**src/rtl/tqo_pkg.sv**
```systemverilog
// tqo_pkg: shared constants and types for the tilt quadrant orientation block.
// No dependencies; used by every module under rtl/.
`default_nettype none

package tqo_pkg;

   // Sample width default and its legal range
   localparam int SAMPLE_BITS_DEF = 16;
   localparam int SAMPLE_BITS_MIN = 8;
   localparam int SAMPLE_BITS_MAX = 32;

   // Threshold register
   localparam int MAG_BITS  = 15;
   localparam int THR_BITS  = 2 * MAG_BITS;
   localparam logic [MAG_BITS-1:0] MAG_RESET = 15'd3000;
   localparam logic [THR_BITS-1:0] THR_RESET = 30'd9000000;   // MAG_RESET squared

   // CSR map
   localparam int CSR_DATA_BITS = 32;
   localparam int CSR_ADDR_BITS = 3;
   localparam logic [0:0] CSR_IDX_MIN_MAG = 1'b0;

   // Quarter codes: which axis points down
   localparam logic [1:0] ROT_POS_Y = 2'd0;
   localparam logic [1:0] ROT_POS_X = 2'd1;
   localparam logic [1:0] ROT_NEG_Y = 2'd2;
   localparam logic [1:0] ROT_NEG_X = 2'd3;

   // Sign summary of one sample pair, carried alongside the squares
   typedef struct packed {
      logic x_pos;
      logic x_neg;
      logic y_pos;
      logic y_neg;
   } sign_type;

endpackage

`default_nettype wire

```
**src/rtl/tqo_csr.sv**
```systemverilog
// tqo_csr: APB-style register port holding min_magnitude and its registered square.
// Depends on tqo_pkg.
`default_nettype none

module tqo_csr (
   input  wire logic                                 clock,
   input  wire logic                                 reset,
   input  wire logic                                 psel,
   input  wire logic                                 penable,
   input  wire logic                                 pwrite,
   input  wire logic [tqo_pkg::CSR_ADDR_BITS-1:0]    paddr,
   input  wire logic [tqo_pkg::CSR_DATA_BITS-1:0]    pwdata,
   output logic      [tqo_pkg::CSR_DATA_BITS-1:0]    prdata,
   output logic                                      pready,
   output logic      [tqo_pkg::THR_BITS-1:0]         thr2
);

   logic [tqo_pkg::MAG_BITS-1:0] mag_ff, mag_in;
   logic [tqo_pkg::THR_BITS-1:0] thr2_ff, thr2_in;
   logic                         wr_hit;
   logic                         idx_ok;

   assign pready = 1'b1;
   assign idx_ok = (paddr[tqo_pkg::CSR_ADDR_BITS-1] == tqo_pkg::CSR_IDX_MIN_MAG);
   assign wr_hit = psel & penable & pwrite & pready & idx_ok;

   always_comb begin
      mag_in  = wr_hit ? pwdata[tqo_pkg::MAG_BITS-1:0] : mag_ff;
      thr2_in = tqo_pkg::THR_BITS'(mag_ff) * tqo_pkg::THR_BITS'(mag_ff);
   end

   always_ff @(posedge clock) begin
      if (reset) begin
         mag_ff  <= tqo_pkg::MAG_RESET;
         thr2_ff <= tqo_pkg::THR_RESET;
      end else begin
         mag_ff  <= mag_in;
         thr2_ff <= thr2_in;
      end
   end

   always_comb begin
      prdata = '0;
      if (idx_ok) begin
         prdata[tqo_pkg::MAG_BITS-1:0] = mag_ff;
      end
   end

   assign thr2 = thr2_ff;

endmodule

`default_nettype wire

```
**src/rtl/tqo_square.sv**
```systemverilog
// tqo_square: request register and squaring stage (|x|^2, |y|^2, sign flags).
// Depends on tqo_pkg.
`default_nettype none

module tqo_square #(
   parameter int SAMPLE_BITS = tqo_pkg::SAMPLE_BITS_DEF
) (
   input  wire logic                       clock,
   input  wire logic                       reset,
   input  wire logic                       req_valid,
   input  wire logic [SAMPLE_BITS-1:0]     req_accel_x,
   input  wire logic [SAMPLE_BITS-1:0]     req_accel_y,
   output logic                            req_stall,
   input  wire logic                       sq_take,
   output logic                            sq_valid,
   output logic      [2*SAMPLE_BITS-2:0]   ax2,
   output logic      [2*SAMPLE_BITS-2:0]   ay2,
   output tqo_pkg::sign_type               sign
);

   localparam int SQ_W = 2 * SAMPLE_BITS - 1;

   logic                      in_valid_ff, in_valid_in;
   logic [SAMPLE_BITS-1:0]    x_ff, y_ff;
   logic                      sq_valid_ff, sq_valid_in;
   logic [SQ_W-1:0]           ax2_ff, ay2_ff, ax2_in, ay2_in;
   tqo_pkg::sign_type         sign_ff, sign_in;
   logic                      sq_en, in_en;
   logic [SAMPLE_BITS-1:0]    ax, ay;
   logic [2*SAMPLE_BITS-1:0]  ax_sq, ay_sq;

   // a stage loads when it is empty or its contents move on this cycle
   assign sq_en     = !sq_valid_ff || sq_take;
   assign in_en     = !in_valid_ff || sq_en;
   assign req_stall = !in_en;

   always_comb begin
      in_valid_in = in_en ? req_valid : in_valid_ff;
      sq_valid_in = sq_en ? in_valid_ff : sq_valid_ff;

      // magnitude of -2^(N-1) is 2^(N-1), which still fits N unsigned bits
      ax = x_ff[SAMPLE_BITS-1] ? (~x_ff + 1'b1) : x_ff;
      ay = y_ff[SAMPLE_BITS-1] ? (~y_ff + 1'b1) : y_ff;
      ax_sq  = ax * ax;
      ay_sq  = ay * ay;
      ax2_in = ax_sq[SQ_W-1:0];
      ay2_in = ay_sq[SQ_W-1:0];

      sign_in.x_neg = x_ff[SAMPLE_BITS-1];
      sign_in.y_neg = y_ff[SAMPLE_BITS-1];
      sign_in.x_pos = !x_ff[SAMPLE_BITS-1] && (x_ff != '0);
      sign_in.y_pos = !y_ff[SAMPLE_BITS-1] && (y_ff != '0);
   end

   always_ff @(posedge clock) begin
      if (reset) begin
         in_valid_ff <= 1'b0;
         sq_valid_ff <= 1'b0;
      end else begin
         in_valid_ff <= in_valid_in;
         sq_valid_ff <= sq_valid_in;
      end
   end

   always_ff @(posedge clock) begin
      if (in_en && req_valid) begin
         x_ff <= req_accel_x;
         y_ff <= req_accel_y;
      end
      if (sq_en && in_valid_ff) begin
         ax2_ff  <= ax2_in;
         ay2_ff  <= ay2_in;
         sign_ff <= sign_in;
      end
   end

   assign sq_valid = sq_valid_ff;
   assign ax2      = ax2_ff;
   assign ay2      = ay2_ff;
   assign sign     = sign_ff;

endmodule

`default_nettype wire

```
**src/rtl/tqo_decide.sv**
```systemverilog
// tqo_decide: threshold and hysteresis decision, rotation state and result register.
// Depends on tqo_pkg.
`default_nettype none

module tqo_decide #(
   parameter int SAMPLE_BITS = tqo_pkg::SAMPLE_BITS_DEF
) (
   input  wire logic                         clock,
   input  wire logic                         reset,
   input  wire logic                         sq_valid,
   input  wire logic [2*SAMPLE_BITS-2:0]     ax2,
   input  wire logic [2*SAMPLE_BITS-2:0]     ay2,
   input  wire tqo_pkg::sign_type            sign,
   input  wire logic [tqo_pkg::THR_BITS-1:0] thr2,
   output logic                              sq_take,
   output logic                              rsp_valid,
   input  wire logic                         rsp_stall,
   output logic      [1:0]                   rsp_rotation,
   output logic                              rsp_changed,
   output logic                              rsp_flat
);

   localparam int SQ_W  = 2 * SAMPLE_BITS - 1;
   localparam int SUM_W = 2 * SAMPLE_BITS;
   localparam int CMP_W = (SUM_W > tqo_pkg::THR_BITS) ? SUM_W : tqo_pkg::THR_BITS;

   logic             out_en;
   logic             rsp_valid_ff, rsp_valid_in;
   logic [1:0]       rot_ff, rot_in;
   logic [1:0]       rsp_rotation_ff, rsp_rotation_in;
   logic             rsp_changed_ff, rsp_changed_in;
   logic             rsp_flat_ff, rsp_flat_in;

   logic [CMP_W-1:0] mag2, thr2_ext;
   logic             flat;
   logic [SQ_W-1:0]  up2, uq2;
   logic             p_pos;
   logic [SUM_W-1:0] up2_x3;
   logic             keep;
   logic [1:0]       nearest;
   logic [1:0]       next_rot;

   assign out_en  = !rsp_valid_ff || !rsp_stall;
   assign sq_take = sq_valid && out_en;

   always_comb begin
      mag2     = CMP_W'(ax2) + CMP_W'(ay2);
      thr2_ext = CMP_W'(thr2);
      flat     = mag2 < thr2_ext;

      // project onto the current quarter's frame: p along, q across
      case (rot_ff)
         tqo_pkg::ROT_POS_Y: begin
            up2 = ay2; uq2 = ax2; p_pos = sign.y_pos;
         end
         tqo_pkg::ROT_POS_X: begin
            up2 = ax2; uq2 = ay2; p_pos = sign.x_pos;
         end
         tqo_pkg::ROT_NEG_Y: begin
            up2 = ay2; uq2 = ax2; p_pos = sign.y_neg;
         end
         default: begin
            up2 = ax2; uq2 = ay2; p_pos = sign.x_neg;
         end
      endcase

      // within 60 degrees: q^2 <= 3 p^2
      up2_x3 = SUM_W'(up2) + {up2, 1'b0};
      keep   = p_pos && (SUM_W'(uq2) <= up2_x3);

      if (!(sign.x_pos || sign.x_neg || sign.y_pos || sign.y_neg)) begin
         nearest = tqo_pkg::ROT_POS_Y;
      end else if (ay2 > ax2) begin
         nearest = sign.y_pos ? tqo_pkg::ROT_POS_Y : tqo_pkg::ROT_NEG_Y;
      end else if (ax2 > ay2) begin
         nearest = sign.x_pos ? tqo_pkg::ROT_POS_X : tqo_pkg::ROT_NEG_X;
      end else if (sign.x_pos) begin
         // diagonal tie goes to the higher clockwise angle
         nearest = sign.y_pos ? tqo_pkg::ROT_POS_X : tqo_pkg::ROT_NEG_Y;
      end else begin
         nearest = sign.y_neg ? tqo_pkg::ROT_NEG_X : tqo_pkg::ROT_POS_Y;
      end

      next_rot = (flat || keep) ? rot_ff : nearest;

      rot_in          = sq_take ? next_rot : rot_ff;
      rsp_valid_in    = out_en ? sq_valid : rsp_valid_ff;
      rsp_rotation_in = next_rot;
      rsp_changed_in  = next_rot != rot_ff;
      rsp_flat_in     = flat;
   end

   always_ff @(posedge clock) begin
      if (reset) begin
         rot_ff       <= tqo_pkg::ROT_POS_Y;
         rsp_valid_ff <= 1'b0;
      end else begin
         rot_ff       <= rot_in;
         rsp_valid_ff <= rsp_valid_in;
      end
   end

   always_ff @(posedge clock) begin
      if (sq_take) begin
         rsp_rotation_ff <= rsp_rotation_in;
         rsp_changed_ff  <= rsp_changed_in;
         rsp_flat_ff     <= rsp_flat_in;
      end
   end

   assign rsp_valid    = rsp_valid_ff;
   assign rsp_rotation = rsp_rotation_ff;
   assign rsp_changed  = rsp_changed_ff;
   assign rsp_flat     = rsp_flat_ff;

endmodule

`default_nettype wire

```
**src/rtl/tilt_quadrant_orientation.sv**
```systemverilog
// Tilt quadrant orientation: one signed (x, y) accelerometer request in, one result out
// (quarter-turn rotation, changed flag, flat flag) with 60-degree hysteresis around the
// current quarter and a programmable minimum magnitude. Throughput is one request per
// clock unless rsp_stall holds the pipeline; a request passes the request register, the
// squaring register and the result register before rsp_valid rises, the first loaded at
// the accepting edge. The rotation state sits beside the result register, so each
// request sees the rotation left by the one before it. min_magnitude lives at byte address
// 0 and resets to 3000; its square is registered, so write it only while the block is idle.
// Depends on tqo_pkg, tqo_csr, tqo_square and tqo_decide.
`default_nettype none

module tilt_quadrant_orientation #(
   parameter int SAMPLE_BITS = tqo_pkg::SAMPLE_BITS_DEF
) (
   input  wire logic                              clock,
   input  wire logic                              reset,
   input  wire logic                              req_valid,
   output logic                                   req_stall,
   input  wire logic [SAMPLE_BITS-1:0]            req_accel_x,
   input  wire logic [SAMPLE_BITS-1:0]            req_accel_y,
   output logic                                   rsp_valid,
   input  wire logic                              rsp_stall,
   output logic      [1:0]                        rsp_rotation,
   output logic                                   rsp_changed,
   output logic                                   rsp_flat,
   input  wire logic                              psel,
   input  wire logic                              penable,
   input  wire logic                              pwrite,
   input  wire logic [tqo_pkg::CSR_ADDR_BITS-1:0] paddr,
   input  wire logic [tqo_pkg::CSR_DATA_BITS-1:0] pwdata,
   output logic      [tqo_pkg::CSR_DATA_BITS-1:0] prdata,
   output logic                                   pready
);

   logic                         sq_take;
   logic                         sq_valid;
   logic [2*SAMPLE_BITS-2:0]     ax2, ay2;
   tqo_pkg::sign_type            sign;
   logic [tqo_pkg::THR_BITS-1:0] thr2;

   tqo_csr u_csr (
      .clock   (clock),
      .reset   (reset),
      .psel    (psel),
      .penable (penable),
      .pwrite  (pwrite),
      .paddr   (paddr),
      .pwdata  (pwdata),
      .prdata  (prdata),
      .pready  (pready),
      .thr2    (thr2)
   );

   tqo_square #(
      .SAMPLE_BITS (SAMPLE_BITS)
   ) u_square (
      .clock       (clock),
      .reset       (reset),
      .req_valid   (req_valid),
      .req_accel_x (req_accel_x),
      .req_accel_y (req_accel_y),
      .req_stall   (req_stall),
      .sq_take     (sq_take),
      .sq_valid    (sq_valid),
      .ax2         (ax2),
      .ay2         (ay2),
      .sign        (sign)
   );

   tqo_decide #(
      .SAMPLE_BITS (SAMPLE_BITS)
   ) u_decide (
      .clock        (clock),
      .reset        (reset),
      .sq_valid     (sq_valid),
      .ax2          (ax2),
      .ay2          (ay2),
      .sign         (sign),
      .thr2         (thr2),
      .sq_take      (sq_take),
      .rsp_valid    (rsp_valid),
      .rsp_stall    (rsp_stall),
      .rsp_rotation (rsp_rotation),
      .rsp_changed  (rsp_changed),
      .rsp_flat     (rsp_flat)
   );

endmodule

`default_nettype wire

```
**config.mk**
```make
export PLATFORM = sky130hd
export DESIGN_NAME = tilt_quadrant_orientation
export DESIGN_NICKNAME = d
export VERILOG_FILES = /design/src/rtl/tqo_pkg.sv /design/src/rtl/tqo_csr.sv /design/src/rtl/tqo_square.sv /design/src/rtl/tqo_decide.sv /design/src/rtl/tilt_quadrant_orientation.sv
export SDC_FILE = /design/constraint.sdc
export NUM_CORES = 2
export LEC_CHECK = 0
export ABC_AREA = 0
export BUFFER_PORTS_ARGS = -buffer_cell sky130_fd_sc_hd__buf_2
export CAP_MARGIN = 20
export CORE_ASPECT_RATIO = 2
export CORE_UTILIZATION = 65
export DETAILED_ROUTE_END_ITERATION = 16
export PLACE_DENSITY = 0.82
export SYNTH_ARGS = -nofsm -noshare
export SYNTH_HDL_FRONTEND = slang
export SYNTH_SLANG_ARGS = --single-unit
export TNS_END_PERCENT = 1
```
**constraint.sdc**
```tcl
create_clock -name clock -period 10.67 [get_ports clock]
set_clock_uncertainty 0.15 [all_clocks]
set_input_delay 2.134 -clock clock [delete_from_list [all_inputs] [get_ports clock]]
set_output_delay 2.134 -clock clock [all_outputs]
set_load 0.02 [all_outputs]
```
## Yosys cells after proc, flatten, opt, wreduce, memory -nomap -nowiden

Index checks and enable logic that the tools add are counted.

- Add/subtract/negate cells: 4
- Multipliers: 3
- Magnitude comparators: 4
- Eq/ne operators: 3
- Muxes and demuxes: 15
- Bitwise logic cells: 6
- Reductions and logical operators: 24

Operators by type and width:

| kind | number |
|---|---|
| 31-bit greater-than comparator | 2 |
| 16-bit by 16-bit multiplier with 31-bit output | 2 |
| 31-bit 2-to-1 mux | 2 |
| 16-bit by 1-bit adder with 16-bit output (second input constant) | 2 |
| 31-bit by 31-bit adder with 32-bit output | 1 |
| 31-bit by 32-bit adder with 32-bit output | 1 |
| 31-bit by 32-bit less-or-equal comparator with 1-bit output | 1 |
| 32-bit by 30-bit less-than comparator with 1-bit output | 1 |
| 16-bit 2-to-1 mux | 2 |
| 16-bit inverter | 2 |
| 16-bit nonzero test | 2 |
| 15-bit by 15-bit multiplier with 30-bit output | 1 |
| 2-bit 2-to-1 mux | 9 |
| 15-bit 2-to-1 mux | 1 |
| 1-bit logical NOT | 7 |
| 1-bit logical OR | 7 |
| 1-bit logical AND | 6 |
| 1-bit AND | 3 |
| 1-bit case mux with 3 select lines | 1 |
| 2-bit by 1-bit equality test with 1-bit output (second input constant) | 1 |
| 2-bit equality test (second input constant) | 1 |
| 2-bit logical NOT | 1 |
| 2-bit inequality test | 1 |
| 2-bit OR reduction | 1 |
| 1-bit inverter | 1 |

- Register bits after elaboration: 152
- Input port bits: 74
- Output and inout port bits: 39
- Logic and storage cells: 76

## Logic depth before layout (Yosys ltp)

- Depth in word-level cells: 9
- Depth in mapped cells: 32
- Gate-level depth less buffers: 31

## Hierarchy

Synthesis repeated with hierarchy kept, for this count alone.

- Cell total of the unflattened synthesis: 3,548
- Area, all modules: 31,731.7 µm²

Modules (own cells, without submodules):

| module | times used | cells each | area an instance (µm²) |
|---|---|---|---|
| tqo_square | 1 | 1,745 | 17,276.6 |
| tqo_csr | 1 | 931 | 8,134.1 |
| tqo_decide | 1 | 872 | 6,321.1 |

## Worst setup path before layout

OpenSTA, ideal clock, no wires.

- Kind: flip-flop to flip-flop
- From: register u_square.x_ff[0]
- To: register u_square.ax2_ff[29], in the netlist u_square.ax2[29] (data pin)
- Arrival time: 7.788 ns
- Required time: 10.262 ns
- Slack: 2.474 ns
- Cell stages (with the launch flop): 30
- Buffers on the path: 1
- Period minus slack after synthesis: 8.196 ns
- Path through: edfxtp_1 -> clkinv_1 -> clkbuf_1 -> ha_1 -> nand2_1 -> or3_1 -> nand2b_1 -> o41a_1 -> xnor2_1 -> clkinv_1 -> nand2_1 -> fa_1 -> fa_1 -> inv_1 -> fa_1 -> fa_1 -> fa_1 -> inv_1 -> fa_1 -> inv_1 -> ha_1 -> a21o_1 -> a21o_1 -> a211oi_1 -> a21oi_1 -> o31a_1 -> a31oi_1 -> o31ai_1 -> a21oi_1 -> xnor2_1

- Longest elaborated chain between the ends: 4

Ends and longest elaborated chain:

| element | RTL line | source |
|---|---|---|
| from (decl) | tqo_square.sv:24 | `logic [SAMPLE_BITS-1:0] x_ff, y_ff;` |
| from (signal assigned) | tqo_square.sv:67 | `x_ff <= req_accel_x;` |
| 16-bit inverter | tqo_square.sv:42 | `ax = x_ff[SAMPLE_BITS-1] ? (~x_ff + 1'b1) : x_ff;` |
| 16-bit by 1-bit adder with 16-bit output | tqo_square.sv:42 |  |
| 16-bit 2-to-1 mux (*) | tqo_square.sv:42 |  |
| 16-bit by 16-bit multiplier with 31-bit output (*) | tqo_square.sv:44 | `ax_sq = ax * ax;` |
| named net u_square.ax_sq[29] | tqo_square.sv:30 | `logic [2*SAMPLE_BITS-1:0] ax_sq, ay_sq;` |
| to (signal assigned) | tqo_square.sv:71 | `ax2_ff <= ax2_in;` |
| to (decl) | tqo_square.sv:26 | `logic [SQ_W-1:0] ax2_ff, ay2_ff, ax2_in, ay2_in;` |

The timed path passes the listed nets; every way through them passes the cells marked *.
A chain may end at the register's enable or synchronous reset.

## Worst setup path after layout

Ends and elaborated chain as after synthesis.

==> results.cfg <==
[floorplan]
start_util_pct = 66.2
die_y_um = 308
pin_count = 113
die-area_um2 = 47800
row_count = 111
fp.dieW_um = 155
core_um2 = 46000

[cells_and_area]
syn2layout_area_growth_pct = 5.52
antennaDiodeCount = 0
final_layout_size_suffix_gt1_share_pct = 5.72
final_cell_count_no_fill = 4067
fin_nets = 4396
final_cell_area_um2 = 32100

[timing]
rsz0062_at_grt = no
tns_ps = 0
fin_crit_sh_pct = 87.7
hold_violations = 0
fmax_ghz = 0.107
tightestPinTransition_ps = 1200
final-max-slew-violation-count = 0
relSlewSlack_pct = 19.3
setup_viol = 0
min_period_ps = 9360

[worst_hold_path]
min_from = u_square.in_valid_ff
hold_end = u_square.sq_valid
hold_class = register to register
holdPathStages = 2

[clocking]
clock_latency_ps = 460
htree_levels = 4
clockBufferDepth = 2
cts_tree = yes
clock-sinks = 149
clockRootBuffer = clkbuf_16
post_cts_resized = 0
numCtsBuffers = 17
clkTransAtPathRegs_ps = 70
post_cts.repair.setup_buffers = 0
hold_buffers = 0

[critical_path]
criticalPathCategory = register to register
rrSetupSlack_ps = 1310
slowest_stage = xnor2_1
start_kind = register
cp.required_ps = 10720
cp_max_fo = 18
critPathMaxStageDelay_ps = 670
reg2reg_depth = 30
r2r-start = u_square.x_ff[0]
crit_arrival_ps = 9420
r2r_end = u_square.ax2[29]
endpoint_kind = register
crit_path_frequent_cell = fa_1

[global_routing]
grt_overflow = 0
grt_pass1_wl_mm = 123
grt_pass1_vias = 26300
grt_max_degree = 65
antenna_found_initial = 1
grtUsageTotal_pct = 33.5

[yosys]
synthTopCellsByCount = 703 x inv_1, 464 x fa_1, 425 x ha_1
ys_types = 88
syn_area_per_cell_um2 = 9.07
synth_cells = 3357
yosys_warnings = 0
synth_top_area_share_pct = 30.5
synth_ff_type = edfxtp_1
yosys.cell_count.top_type = inv_1
synth-seq-cells = 149
synth_area_um2 = 30400
synth-async-reset-ratio_pct = 0
ys_top_cells_by_area = fa_1 31%, ha_1 17%, edfxtp_1 9.9%
yosysSeqAreaShare_pct = 13.1
synth.largest_area_cell = fa_1
synth_edf_count = 100

[drt]
routed_wl_mm = 75.8
antenna_left = 0
vias_per_cell = 5.80
drtPass1Iterations = 8
routedWlPerCell_um = 18.6
drc = 0
drtIter0Drc = 1468
vias = 23600

[job]
max-cap-violations = 0

[status]
status = finished, final reports clean

[placement]
dpl_cell_area_um2 = 31600
portBuffers = 75
dp.cells = 4035
globalplace.congestion = 0.976
hpwl_mm = 64.4
state kept, by name, summed over array words and instances (netlist names):
signal,cells
u_csr.thr2,29
u_csr.mag_ff,15
u_square.in_valid_ff,1
u_square.ax2,30
u_decide.rot_ff,2
u_square.x_ff,16
u_decide.rsp_valid,1
u_square.sign,4
u_square.sq_valid,1
u_decide.rsp_flat,1
u_decide.rsp_changed,1
u_square.y_ff,16
u_decide.rsp_rotation,2
u_square.ay2,30
placed cells by master, fill, tap and decap left out, types with 27 or more instances in the layout:
cell type and n:
a21o_1 59, a21oi_1 143, and2_1 62, buf_2 76, buf_4 27, conb_1 41
dfxtp_1 48, edfxtp_1 100, fa_1 464, ha_1 425, inv_1 703, mux2_2 31
nand2_1 318, nand3_1 29, nor2_1 240, nor2b_1 27, nor3_1 37, o21ai_0 98
xnor2_1 111, xor2_1 62
routing by layer:
| metal | GRT usage, % | wire length (µm) |
|---|---|---|
| met5 | 0 | 0 |
| met2 | 62.9 | 40400 |
| met1 | 29.7 | 23700 |
| met3 | 5.31 | 3510 |
| met4 | 32.0 | 8250 |
how the worst max path moves through the flow:
| stage | startpoint | endpoint | slack [ps] | depth (start not counted) |
|---|---|---|---|---|
| 3_5_place_dp | u_square.x_ff[0] | u_square.ax2[29] | 1510 | 30 |
| 3_3_place_gp | u_square.x_ff[0] | u_square.ax2[29] | 1710 | 30 |
| 4_1_cts | u_square.x_ff[0] | u_square.ax2[29] | 1480 | 30 |
| 5_1_grt | u_square.x_ff[0] | u_square.ax2[29] | 680 | 30 |
| 2_1_floorplan | u_square.x_ff[0] | u_square.ax2[29] | 2470 | 29 |
| 6_report | u_square.x_ff[0] | u_square.ax2[29] | 1310 | 30 |
critical path, delay by kind of cell, from the launching register on:
family          cells  cell delay, ps
fa+ha+maj           8            3480
compound gates      9            2050
buf+inv             6            1300
simple gates        5             910
xor+xnor            2             760
flops               1             450
kinds of logic after synthesis:
group	count (synthesis)	share of synthesized area, %
xor gates and xnor gates	173	4.98
DFF	149	13.1
AOI/OAI and AO/OA	483	10.3
and+or+nand+nor	825	12.3
adders and majority gates	889	48.0
other	2	0.0247
buffers and inverters	802	10.1
muxes	34	1.25
per-stage QoR:
step / hold WS [ps] / util [%] / worst slack (ps)
after floorplan: 274 / - / 2470
after global placement: 330 / 68.7 / 1710
after detailed placement: 360 / 68.7 / 1510
after CTS: 383 / 69.9 / 1480
after global routing: 424 / 69.9 / 684
final: 377 / 69.9 / 1310
area by class of cell:
class	instances	area, µm²
multi-input cells	2445	23500
flip-flops and latches	149	3990
inverters	717	2690
clock inverters	9	67.6
well taps	621	777
fillers	3481	13800
repair buffers	103	583
clock buffers	23	483
Power is left out: the tool's default activity adds up to more than one toggle a clock period on the data nets, which glitch-free logic cannot reach.
